[config.mk]
export PLATFORM = sky130hd
export DESIGN_NAME = irl_lookup_fsm
export DESIGN_NICKNAME = d
export VERILOG_FILES = /design/src/irl_pkg.sv /design/src/irl_lookup_fsm.sv
export VERILOG_INCLUDE_DIRS = /design/src /design/src/src
export SDC_FILE = /design/constraint.sdc
export NUM_CORES = 1
export LEC_CHECK = 0
export BUFFER_PORTS_ARGS = -buffer_cell sky130_fd_sc_hd__buf_2
export CAP_MARGIN = 20
export CORE_AREA = 2 2 170 172
export DETAILED_ROUTE_END_ITERATION = 12
export DIE_AREA = 0 0 172 174
export SLEW_MARGIN = 20
export SYNTH_ARGS = -nofsm -noshare
export SYNTH_HDL_FRONTEND = slang
export SYNTH_SLANG_ARGS = --single-unit
[constraint.sdc]
create_clock -name clk -period 7.5 [get_ports clk]
set_clock_uncertainty 0.15 [all_clocks]
set_input_delay 1.5 -clock clk [delete_from_list [all_inputs] [get_ports clk]]
set_output_delay 1.5 -clock clk [all_outputs]
set_load 0.1 [all_outputs]
[src/ip_range_lookup_top_defines.svh]
// Assertion macros used by the range lookup sequencer RTL file.
`ifndef IP_RANGE_LOOKUP_TOP_DEFINES_SVH
`define IP_RANGE_LOOKUP_TOP_DEFINES_SVH

`ifndef SYNTHESIS
// Check that an antecedent implies a consequent on every clock edge out of reset.
`define IRL_ASSERT_IMPL(label, clk, rst, ante, cons, msg) \
  label: assert property (@(posedge clk) disable iff (rst) (ante) |-> (cons)) else $error(msg);
// Check that an antecedent implies a consequent in the clock cycle after it.
`define IRL_ASSERT_NEXT(label, clk, rst, ante, cons, msg) \
  label: assert property (@(posedge clk) disable iff (rst) (ante) |=> (cons)) else $error(msg);
`else
`define IRL_ASSERT_IMPL(label, clk, rst, ante, cons, msg)
`define IRL_ASSERT_NEXT(label, clk, rst, ante, cons, msg)
`endif

`endif

[src/irl_pkg.sv]
// Types, widths and codes shared by the range lookup modules.
package irl_pkg;

  localparam int DEF_RECORD_DEPTH = 131072;
  localparam int PREFIX_ENTRIES   = 65536;

  localparam int FUNC_W     = 2;
  localparam int IP_W       = 32;
  localparam int PFX_SLOT_W = $clog2(PREFIX_ENTRIES);
  localparam int REC_FLD_W  = 17;
  localparam int CNT_W      = 18;
  localparam int OFF_W      = 24;
  localparam int LEN_W      = 16;

  // Function codes of an input transfer; code 3 does nothing.
  localparam logic [FUNC_W-1:0] FUNC_PFX_WR = 2'd0;
  localparam logic [FUNC_W-1:0] FUNC_REC_WR = 2'd1;
  localparam logic [FUNC_W-1:0] FUNC_LOOKUP = 2'd2;

  typedef enum logic [1:0] {
    ST_IDLE,
    ST_PFX,
    ST_SCAN,
    ST_DONE
  } state_t;

  // Prefix memory access: single port, read or write.
  typedef struct packed {
    logic                  wr_en;
    logic                  rd_en;
    logic [PFX_SLOT_W-1:0] addr;
    logic [REC_FLD_W-1:0]  wr_data;
  } pfx_req_t;

  // Record memory enables; the address width follows the depth.
  typedef struct packed {
    logic wr_en;
    logic rd_en;
  } rec_ctl_t;

  typedef struct packed {
    logic [IP_W-1:0]  end_ip;
    logic [OFF_W-1:0] offset;
    logic [LEN_W-1:0] length;
  } rec_data_t;

endpackage

[src/irl_lookup_fsm.sv]
// Lookup sequencer: decodes transfers, drives the tables and scans records.
`include "ip_range_lookup_top_defines.svh"

module irl_lookup_fsm
  import irl_pkg::*;
#(
  parameter int RECORD_DEPTH = DEF_RECORD_DEPTH,
  localparam int RAW = $clog2(RECORD_DEPTH)
) (
  input  logic                  clk,
  input  logic                  rst,
  // configuration
  input  logic                  cfg_valid,
  output logic                  cfg_ready,
  input  logic [CNT_W-1:0]      cfg_data,
  // input channel
  input  logic                  in_valid,
  output logic                  in_ready,
  input  logic [FUNC_W-1:0]     func,
  input  logic [IP_W-1:0]       ip_address,
  input  logic [PFX_SLOT_W-1:0] prefix_slot,
  input  logic [REC_FLD_W-1:0]  prefix_start,
  input  logic [REC_FLD_W-1:0]  record_slot,
  input  logic [IP_W-1:0]       record_end_ip,
  input  logic [OFF_W-1:0]      record_offset,
  input  logic [LEN_W-1:0]      record_length,
  // result channel
  output logic                  out_valid,
  input  logic                  out_ready,
  output logic                  found,
  output logic [OFF_W-1:0]      data_offset,
  output logic [LEN_W-1:0]      data_length,
  // memories
  output pfx_req_t              pfx_req,
  input  logic [REC_FLD_W-1:0]  pfx_rd_data,
  output rec_ctl_t              rec_ctl,
  output logic [RAW-1:0]        rec_addr,
  output rec_data_t             rec_wr_data,
  input  rec_data_t             rec_rd_data
);

  state_t           state, state_next;
  logic [CNT_W-1:0] record_count;
  logic [IP_W-1:0]  ip;
  logic [CNT_W-1:0] limit, limit_next;
  logic [CNT_W-1:0] cur_idx, cur_idx_next;
  logic             res_found, res_found_next;
  logic [OFF_W-1:0] res_off, res_off_next;
  logic [LEN_W-1:0] res_len, res_len_next;

  logic             in_xfer;
  logic             lookup_xfer;
  logic             slot_ok;
  logic [CNT_W-1:0] start_idx;
  logic [CNT_W-1:0] idx_inc;
  logic             start_out;
  logic             hit;
  logic             inc_out;
  logic             out_free;
  logic             out_load;

  assign in_xfer     = in_valid && in_ready;
  assign lookup_xfer = in_xfer && (func == FUNC_LOOKUP);
  assign slot_ok     = (32'(record_slot) < 32'(RECORD_DEPTH));
  assign start_idx   = CNT_W'(pfx_rd_data);
  assign idx_inc     = cur_idx + CNT_W'(1);
  assign start_out   = (start_idx >= limit);
  assign hit         = (rec_rd_data.end_ip >= ip);
  assign inc_out     = (idx_inc >= limit);
  assign out_free    = !out_valid || out_ready;
  assign cfg_ready   = 1'b1;

  // Clip the record count to the table depth.
  always_comb begin
    if (32'(record_count) > 32'(RECORD_DEPTH)) begin
      limit_next = CNT_W'(RECORD_DEPTH);
    end else begin
      limit_next = record_count;
    end
  end

  // Next state.
  always_comb begin
    state_next = state;
    case (state)
      ST_IDLE: begin
        if (lookup_xfer) state_next = ST_PFX;
      end
      ST_PFX: begin
        state_next = start_out ? ST_DONE : ST_SCAN;
      end
      ST_SCAN: begin
        if (hit || inc_out) state_next = ST_DONE;
      end
      ST_DONE: begin
        if (out_free) state_next = ST_IDLE;
      end
      default: state_next = ST_IDLE;
    endcase
  end

  // Memory requests, scan index and result.
  always_comb begin
    in_ready       = 1'b0;
    pfx_req        = '0;
    rec_ctl        = '0;
    rec_addr       = RAW'(record_slot);
    rec_wr_data    = '{end_ip: record_end_ip, offset: record_offset, length: record_length};
    cur_idx_next   = cur_idx;
    res_found_next = res_found;
    res_off_next   = res_off;
    res_len_next   = res_len;
    out_load       = 1'b0;
    case (state)
      ST_IDLE: begin
        in_ready        = 1'b1;
        pfx_req.wr_data = prefix_start;
        if (in_xfer && func == FUNC_PFX_WR) begin
          pfx_req.wr_en = 1'b1;
          pfx_req.addr  = prefix_slot;
        end
        if (lookup_xfer) begin
          pfx_req.rd_en = 1'b1;
          pfx_req.addr  = ip_address[IP_W-1 -: PFX_SLOT_W];
        end
        rec_ctl.wr_en = in_xfer && (func == FUNC_REC_WR) && slot_ok;
      end
      ST_PFX: begin
        rec_addr     = RAW'(start_idx);
        cur_idx_next = start_idx;
        if (start_out) begin
          res_found_next = 1'b0;
          res_off_next   = '0;
          res_len_next   = '0;
        end else begin
          rec_ctl.rd_en = 1'b1;
        end
      end
      ST_SCAN: begin
        rec_addr = RAW'(idx_inc);
        if (hit) begin
          res_found_next = 1'b1;
          res_off_next   = rec_rd_data.offset;
          res_len_next   = rec_rd_data.length;
        end else if (inc_out) begin
          res_found_next = 1'b0;
          res_off_next   = '0;
          res_len_next   = '0;
        end else begin
          rec_ctl.rd_en = 1'b1;
          cur_idx_next  = idx_inc;
        end
      end
      ST_DONE: begin
        out_load = out_free;
      end
      default: begin
        in_ready = 1'b0;
      end
    endcase
  end

  // Control registers.
  always_ff @(posedge clk) begin
    if (rst) begin
      state        <= ST_IDLE;
      record_count <= '0;
      out_valid    <= 1'b0;
    end else begin
      state <= state_next;
      if (cfg_valid && cfg_ready) begin
        record_count <= cfg_data;
      end
      if (out_load) begin
        out_valid <= 1'b1;
      end else if (out_ready) begin
        out_valid <= 1'b0;
      end
    end
  end

  // Lookup context, scan index and result registers.
  always_ff @(posedge clk) begin
    if (lookup_xfer) begin
      ip    <= ip_address;
      limit <= limit_next;
    end
    cur_idx   <= cur_idx_next;
    res_found <= res_found_next;
    res_off   <= res_off_next;
    res_len   <= res_len_next;
    if (out_load) begin
      found       <= res_found;
      data_offset <= res_off;
      data_length <= res_len;
    end
  end

  `IRL_ASSERT_IMPL(a_scan_in_range, clk, rst, state == ST_SCAN, cur_idx < limit,
                   "scan index at or beyond the record limit")
  `IRL_ASSERT_IMPL(a_read_in_range, clk, rst, rec_ctl.rd_en, 32'(rec_addr) < 32'(RECORD_DEPTH),
                   "record read beyond the table depth")
  `IRL_ASSERT_NEXT(a_lookup_reads_prefix, clk, rst, lookup_xfer, state == ST_PFX,
                   "lookup transfer did not start a prefix read")
  `IRL_ASSERT_NEXT(a_done_delivers, clk, rst, out_load, out_valid && state == ST_IDLE,
                   "finished lookup not presented on the result channel")
  `IRL_ASSERT_IMPL(a_miss_is_zero, clk, rst, out_valid && !found,
                   data_offset == '0 && data_length == '0,
                   "miss result carries nonzero offset or length")

endmodule
==> results of run 1 <==
==> synthesized netlist by cell type (2+ instances only) <==
cell type    n
xnor2_1      8
buf_2        2
a22oi_1     13
nand3_2      2
ha_1        72
buf_4       73
dfxtp_1     21
and2_1      33
a31oi_1      2
buf_1        7
clkbuf_1    11
xnor2_2      3
o2111ai_1    2
a22o_1      16
nor2b_1     11
and2_4      39
nor3b_1      4
nand2b_1     5
nor4_1       3
a21oi_1     44
o21ai_0     11
mux2i_1     19
a21o_1      16
nand4_1      9
xor2_1       5
nand2_1     22
nor2_1      92
a22oi_2      2
buf_6        4
and3_1       2
edfxtp_1   150
nand3_1     10
inv_1       58
o21a_1       2
a221oi_1     3
==> worst register-to-register path: stages, from the launching register on <==
cell,delay [ns]
edfxtp_1,0.44
nand2_1,0.15
nor3_4,0.26
and3b_2,0.28
nand3_2,0.10
xnor2_2,0.27
ha_1,0.31
a21oi_1,0.15
nor2b_1,0.06
o21ai_0,0.15
o2111ai_1,0.15
a21oi_1,0.36
and2_1,0.25
a21o_1,0.60
==> per-stage QoR <==
step	util, %	cells	total power [uW]	cell area, um2
6_report	39.7	1415	2530	11200
3_3_place_gp	37.4	1379	1630	10600
3_5_place_dp	37.4	1379	1640	10600
2_1_floorplan	-	794	1680	9240
4_1_cts	39.6	1411	2560	11200
5_1_grt	39.7	1414	2630	11200
==> layer usage <==
layer  vias up  part of all wire, %
met3        56                  7.5
met1      3010                   44
met4         4                  2.6
met2       212                   45
li1       3172                    -
met5         -                0.087
==> power by group <==
part	internal, uW	total [uW]	switching, uW
sequential	1080	1100	17.6
combinational	131	518	387
clock	504	911	407
==> final cells by class <==
class | count | area (um2)
Inverter | 58 | 218
Tap cell | 384 | 480
Timing Repair Buffer | 300 | 1540
Multi-Input combinational cell | 468 | 3440
Clock inverter | 15 | 175
Clock buffer | 17 | 425
Antenna cell | 2 | 5.00
Sequential cell | 171 | 4920
Fill cell | 2803 | 17000
==> path summary, 6_finish.rpt <==
kind              depth (start not counted)             end       start  slack, ns
setup / recovery                         14      rec_ctl[0]  cur_idx[0]       1.91
hold / removal                            0  data_length[8]  res_len[8]       0.27
setup reg to reg                         13     cur_idx[16]  cur_idx[0]       3.45
hold reg to reg                           0  data_length[8]  res_len[8]       0.27
==> flip-flops by register name, indices dropped and copies added, names as in the netlist <==
register	flops
cur_idx	18
data_length	16
data_offset	24
found	1
ip	32
limit	18
out_valid	1
record_count	18
res_found	1
res_len	16
res_off	24
state	2
==> logic make-up (layout without fill, tap and decap cells) <==
kind of cell,Yosys count,count (layout),share of synthesized area (%)
flops,171,171,53.3
mux,20,20,2.18
other cells,1,3,0.0406
fa+ha+maj,72,72,9.75
simple gates,240,240,14.6
xor+xnor,16,16,1.76
buf+inv,155,390,9.62
compound gates,119,119,8.77
==> results by group, run 1 <==
Synth
  – Largest area contributor in the netlist: edfxtp_1
  – Syn Area/Cell: 11.6 um2
  – #FFs+latches synth: 171
  – Post-synthesis async set-or-reset flop share: 0%
  – Main area contributors after synthesis: edfxtp_1 (49%), ha_1 (9.8%), buf_4 (5.9%)
  – EDFF count, synth: 150
  – Sequential-to-total area share from yosys stat: 53.3%
  – Syn Std Cell Area: 0.00924 mm2
  – Post-synth cell types: 53
  – Synth warnings: 0
  – Synth top area share: 48.8%
  – Post-Syn Instances: 794
  – Syn Nets: 1,134
  – Top_reg_cell synth: edfxtp_1

Pwr
  – LEAKAGE: 0.00497 uW
  – PD cells: 226 mW/mm2
  – Worst VDD drop: 143 uV

Place
  – I/O Buffers: 292
  – DP Worst Slack: 2.07 ns
  – Placer Congestion: 0.902
  – DP HPWL: 19,100 um

Setup path
  – CP Launch Type: flip-flop
  – Slowest-stage cell, CP: edfxtp_1
  – Cell family with most CP delay: simple AND/OR/NAND/NOR gates
  – Crit. End Element: primary output
  – Arr. time, crit path: 3.94 ns
  – Cell breakdown of the critical path: nand2_1 -> nor3_4 -> and3b_2 -> nand3_2 -> xnor2_2 -> ha_1 -> a21oi_1 -> nor2b_1 -> o21ai_0 -> o2111ai_1 -> a21oi_1 -> and2_1 -> o21a_1 -> buf_2
  – Buffers & Inverters on Critical Path: 1
  – WS Path Type: flip-flop to primary output
  – Max FO, Critical Path: 5
  – Critical path required time: 5.85 ns
  – Most used cell, CP: a21oi_1
  – Delay of the slowest critical-path stage: 0.44 ns

Timing
  – Fmax: 179 MHz
  – Tcrit/Tclk final: 74.6%
  – Max-slew headroom: 28.4%
  – Worst hold slack: 0.266 ns
  – Final setup margin: 1.91 ns
  – Slew Limit Fails: 0
  – Fin. Hold Viols: 0
  – Fin Setup TNS: 0 ns
  – RSZ-0062 raised after global routing: no
  – Number of setup violations in the final report: 0
  – Worst Max-Slew Pin Slew: 1.07 ns
  – Fin crit period: 5.59 ns

Flow run
  – Maxcap violations: 0

Layout
  – Area Overhead vs Synth: 21.4%
  – Most frequent cells in the layout: buf_2 (292), edfxtp_1 (150), nor2_1 (92)
  – Layout cells sized above 1: 37.7%
  – Commonest non-fill, non-tap cell in the layout: buf_2
  – Final net count: 1,356

Global routing
  – M2 GR Usage: 24.4%
  – Antenna violations before repair: 3
  – GR peak layer: met2
  – Met1 Resource Use GR: 20.7%
  – First-pass GRT wire length: 35,200 um
  – GRT overflow: 0
  – Met3 usage: 5.58%
  – Largest net degree at the start of global routing: 42
  – Tot GR Track Use: 15.9%
  – Vias in the first global route: 5,981

Clock network
  – Clock buffer depth: 2
  – Clk root buf: clkbuf_16
  – CTS tree: yes
  – H-tree depth: 4
  – Worst-path clk slew: 0.07 ns
  – Hold_buf cts: 0
  – Postcts setup bufs: 0
  – CTS resizes: 0
  – Total CTS buffers: 17
  – Clock Sinks: 171
  – Skew-Pair Late Insertion Delay: 0.45 ns

Route
  – Drt wl/cell: 17.0 um
  – DRT Pass-1 Iters: 5
  – Vias per cell: 4.56
  – DRC violations left: 0
  – Vias: 6,454
  – Routed wire length: 24,000 um
  – First DRT Iteration DRCs: 390
  – Antenna viol nets, final: 0

Floorplanning
  – Die height: 174 um
  – Core Box Area: 0.0282 mm2
  – Starting Density: 32.7%
  – Die width: 172 um
  – Core Rows: 62
  – Die ar.: 0.0299 mm2
  – IO Pins: 438

Outcome
  – Outcome: completed

Min path
  – Worst Hold Class: flip-flop to flip-flop
Power figures use the tool's default switching activity.
==> run 2: changes to the inputs <==
==> constraint.sdc (replaced) <==
create_clock -name clk -period 5.21 [get_ports clk]
set_clock_uncertainty 0.15 [all_clocks]
set_input_delay 1.042 -clock clk [delete_from_list [all_inputs] [get_ports clk]]
set_output_delay 1.042 -clock clk [all_outputs]
set_load 0.1 [all_outputs]
==> run 2 against run 1 <==
  * Register-to-register slack got worse by 2.1 ns
  * Critical path type unchanged
  * Flip-flop and latch count is the same
  * Total power grew 44%
  * Largest power group unchanged
  * First-iteration DRC count grew 6.9%
  * Highest routed layer is now met4
==> results by group, run 2 (same netlist as run 1, synthesis figures left out) <==
Global routing
  – Largest net degree at the start of global routing: 42
  – Tot GR Track Use: 16.2%
  – First-pass GRT wire length: 36,300 um
  – Vias in the first global route: 6,233
  – GRT overflow: 0
  – Antenna violations before repair: 2

Setup path
  – WS Path Type: flip-flop to primary output
  – Buffers & Inverters on Critical Path: 1
  – Most used cell, CP: nand3_2
  – Setup slack on the worst flop-to-flop path: 1.34 ns
  – Slowest-stage cell, CP: edfxtp_1
  – Cell family with most CP delay: simple AND/OR/NAND/NOR gates
  – CP Launch Type: flip-flop
  – Arr. time, crit path: 3.65 ns
  – Cell breakdown of the critical path: nand3_2 -> nor3_4 -> and3b_2 -> nand3_2 -> xnor2_2 -> ha_1 -> a21oi_1 -> nor2b_1 -> o21ai_0 -> o2111ai_1 -> a21oi_2 -> and2_1 -> o21a_1 -> clkbuf_4
  – Crit. End Element: primary output
  – Delay of the slowest critical-path stage: 0.44 ns
  – Max FO, Critical Path: 5
  – Critical path required time: 4.02 ns

Layout
  – Final net count: 1,356
  – Max reg flops: 32
  – Layout cells sized above 1: 37.9%
  – Area Overhead vs Synth: 21.5%
  – Reg with most FFs: ip
  – Most frequent cells in the layout: buf_2 (291), edfxtp_1 (150), nor2_1 (92)
  – Commonest non-fill, non-tap cell in the layout: buf_2
  – Largest registers: ip (32), data_offset (24), res_off (24)
  – Filler cell count in the final layout: 2,802

Pwr
  – Sequential share of power: 43.3%
  – PD cells: 326 mW/mm2
  – Psw: 1210 uW
  – Clk network pwr share: 36.1%
  – Gate power share: 20.6%
  – LEAKAGE: 0.00497 uW
  – Tot Pwr: 3650 uW
  – Internal power: 2440 uW
  – Sw frac: 33.1%
  – Worst VDD drop: 184 uV

Floorplanning
  – IO Pins: 438
  – Core Rows: 62
  – Die width: 172 um
  – Core Box Area: 0.0282 mm2
  – Die height: 174 um
  – Die ar.: 0.0299 mm2
  – Starting Density: 32.7%

Timing
  – Fin crit period: 4.84 ns
  – Fin. Hold Viols: 0
  – Fmax: 206 MHz
  – Tcrit/Tclk final: 92.9%
  – RSZ-0062 raised after global routing: no
  – Slew Limit Fails: 0
  – Worst Max-Slew Pin Slew: 0.999 ns
  – Worst hold slack: 0.262 ns
  – Number of setup violations in the final report: 0
  – Max-slew headroom: 33.0%
  – Fin Setup TNS: 0 ns

Route
  – DRC violations left: 0
  – First DRT Iteration DRCs: 417
  – Met1 wire length: 10,800 um
  – Routed wire length: 24,500 um
  – Met2 wire len: 11,400 um
  – Uppermost layer routed: met4
  – DRT Pass-1 Iters: 4
  – Vias: 6,462
  – Drt wl/cell: 17.3 um
  – Vias per cell: 4.57
  – Antenna viol nets, final: 0
  – Routed met3 length: 1880 um

Flow run
  – Maxcap violations: 0

Place
  – DP HPWL: 19,700 um
  – Placer Congestion: 0.883
  – I/O Buffers: 292

Clock network
  – CTS tree: yes
  – CTS resizes: 0
  – Skew-Pair Late Insertion Delay: 0.43 ns
  – Total CTS buffers: 17
  – Worst-path clk slew: 0.08 ns
  – H-tree depth: 4
  – Clock buffer depth: 2
  – Postcts setup bufs: 0
  – Clk root buf: clkbuf_16
  – Clock Sinks: 171
  – Hold_buf cts: 0

Min path
  – Worst Hold Class: flip-flop to flip-flop

Outcome
  – Outcome: completed
-- run 2: worst paths after layout --
| path | depth (start not counted) | endpoint | from |
|---|---|---|---|
| worst max register to register | 13 | cur_idx[12] | cur_idx[2] |
| worst min-delay path | 0 | data_offset[9] | res_off[9] |
| worst max-delay path | 14 | rec_ctl[0] | cur_idx[2] |
| worst min register to register | 0 | data_offset[9] | res_off[9] |
-- run 2: power by group through the flow --
stage                     logic, uW  registers, uW  clock network, uW
after floorplan                 801           1610                  0
after global placement          745           1610                  0
after detailed placement        750           1610                  0
after CTS                       753           1580               1350
after global routing            799           1590               1410
final                           751           1580               1320
-- run 2: metal layers --
| metal | track usage, % | vias up |
|---|---|---|
| met5 | 0 | - |
| met4 | 5.39 | 0 |
| met3 | 4.28 | 35 |
| met2 | 25.2 | 220 |
| met1 | 21.7 | 3038 |
| li1 | - | 3169 |
-- run 2: through the flow --
stage | cell area (um2) | instances | utilization [%] | worst slack, ns
2_1_floorplan | 9240 | 794 | - | 0.198
3_3_place_gp | 10600 | 1381 | 37.5 | 0.671
3_5_place_dp | 10600 | 1381 | 37.5 | 0.630
4_1_cts | 11200 | 1413 | 39.7 | 0.147
5_1_grt | 11200 | 1414 | 39.7 | 0.0983
6_report | 11200 | 1414 | 39.7 | 0.367
-- run 2: cell type report --
class | count | area (um2) | area share, %
Sequential cell | 171 | 4920 | 43.9
Multi-Input combinational cell | 468 | 3450 | 30.8
Timing Repair Buffer | 300 | 1520 | 13.6
Tap cell | 384 | 480 | 4.28
Clock buffer | 17 | 425 | 3.79
Inverter | 58 | 218 | 1.94
Clock inverter | 15 | 193 | 1.72
Antenna cell | 1 | 2.50 | 0.0223
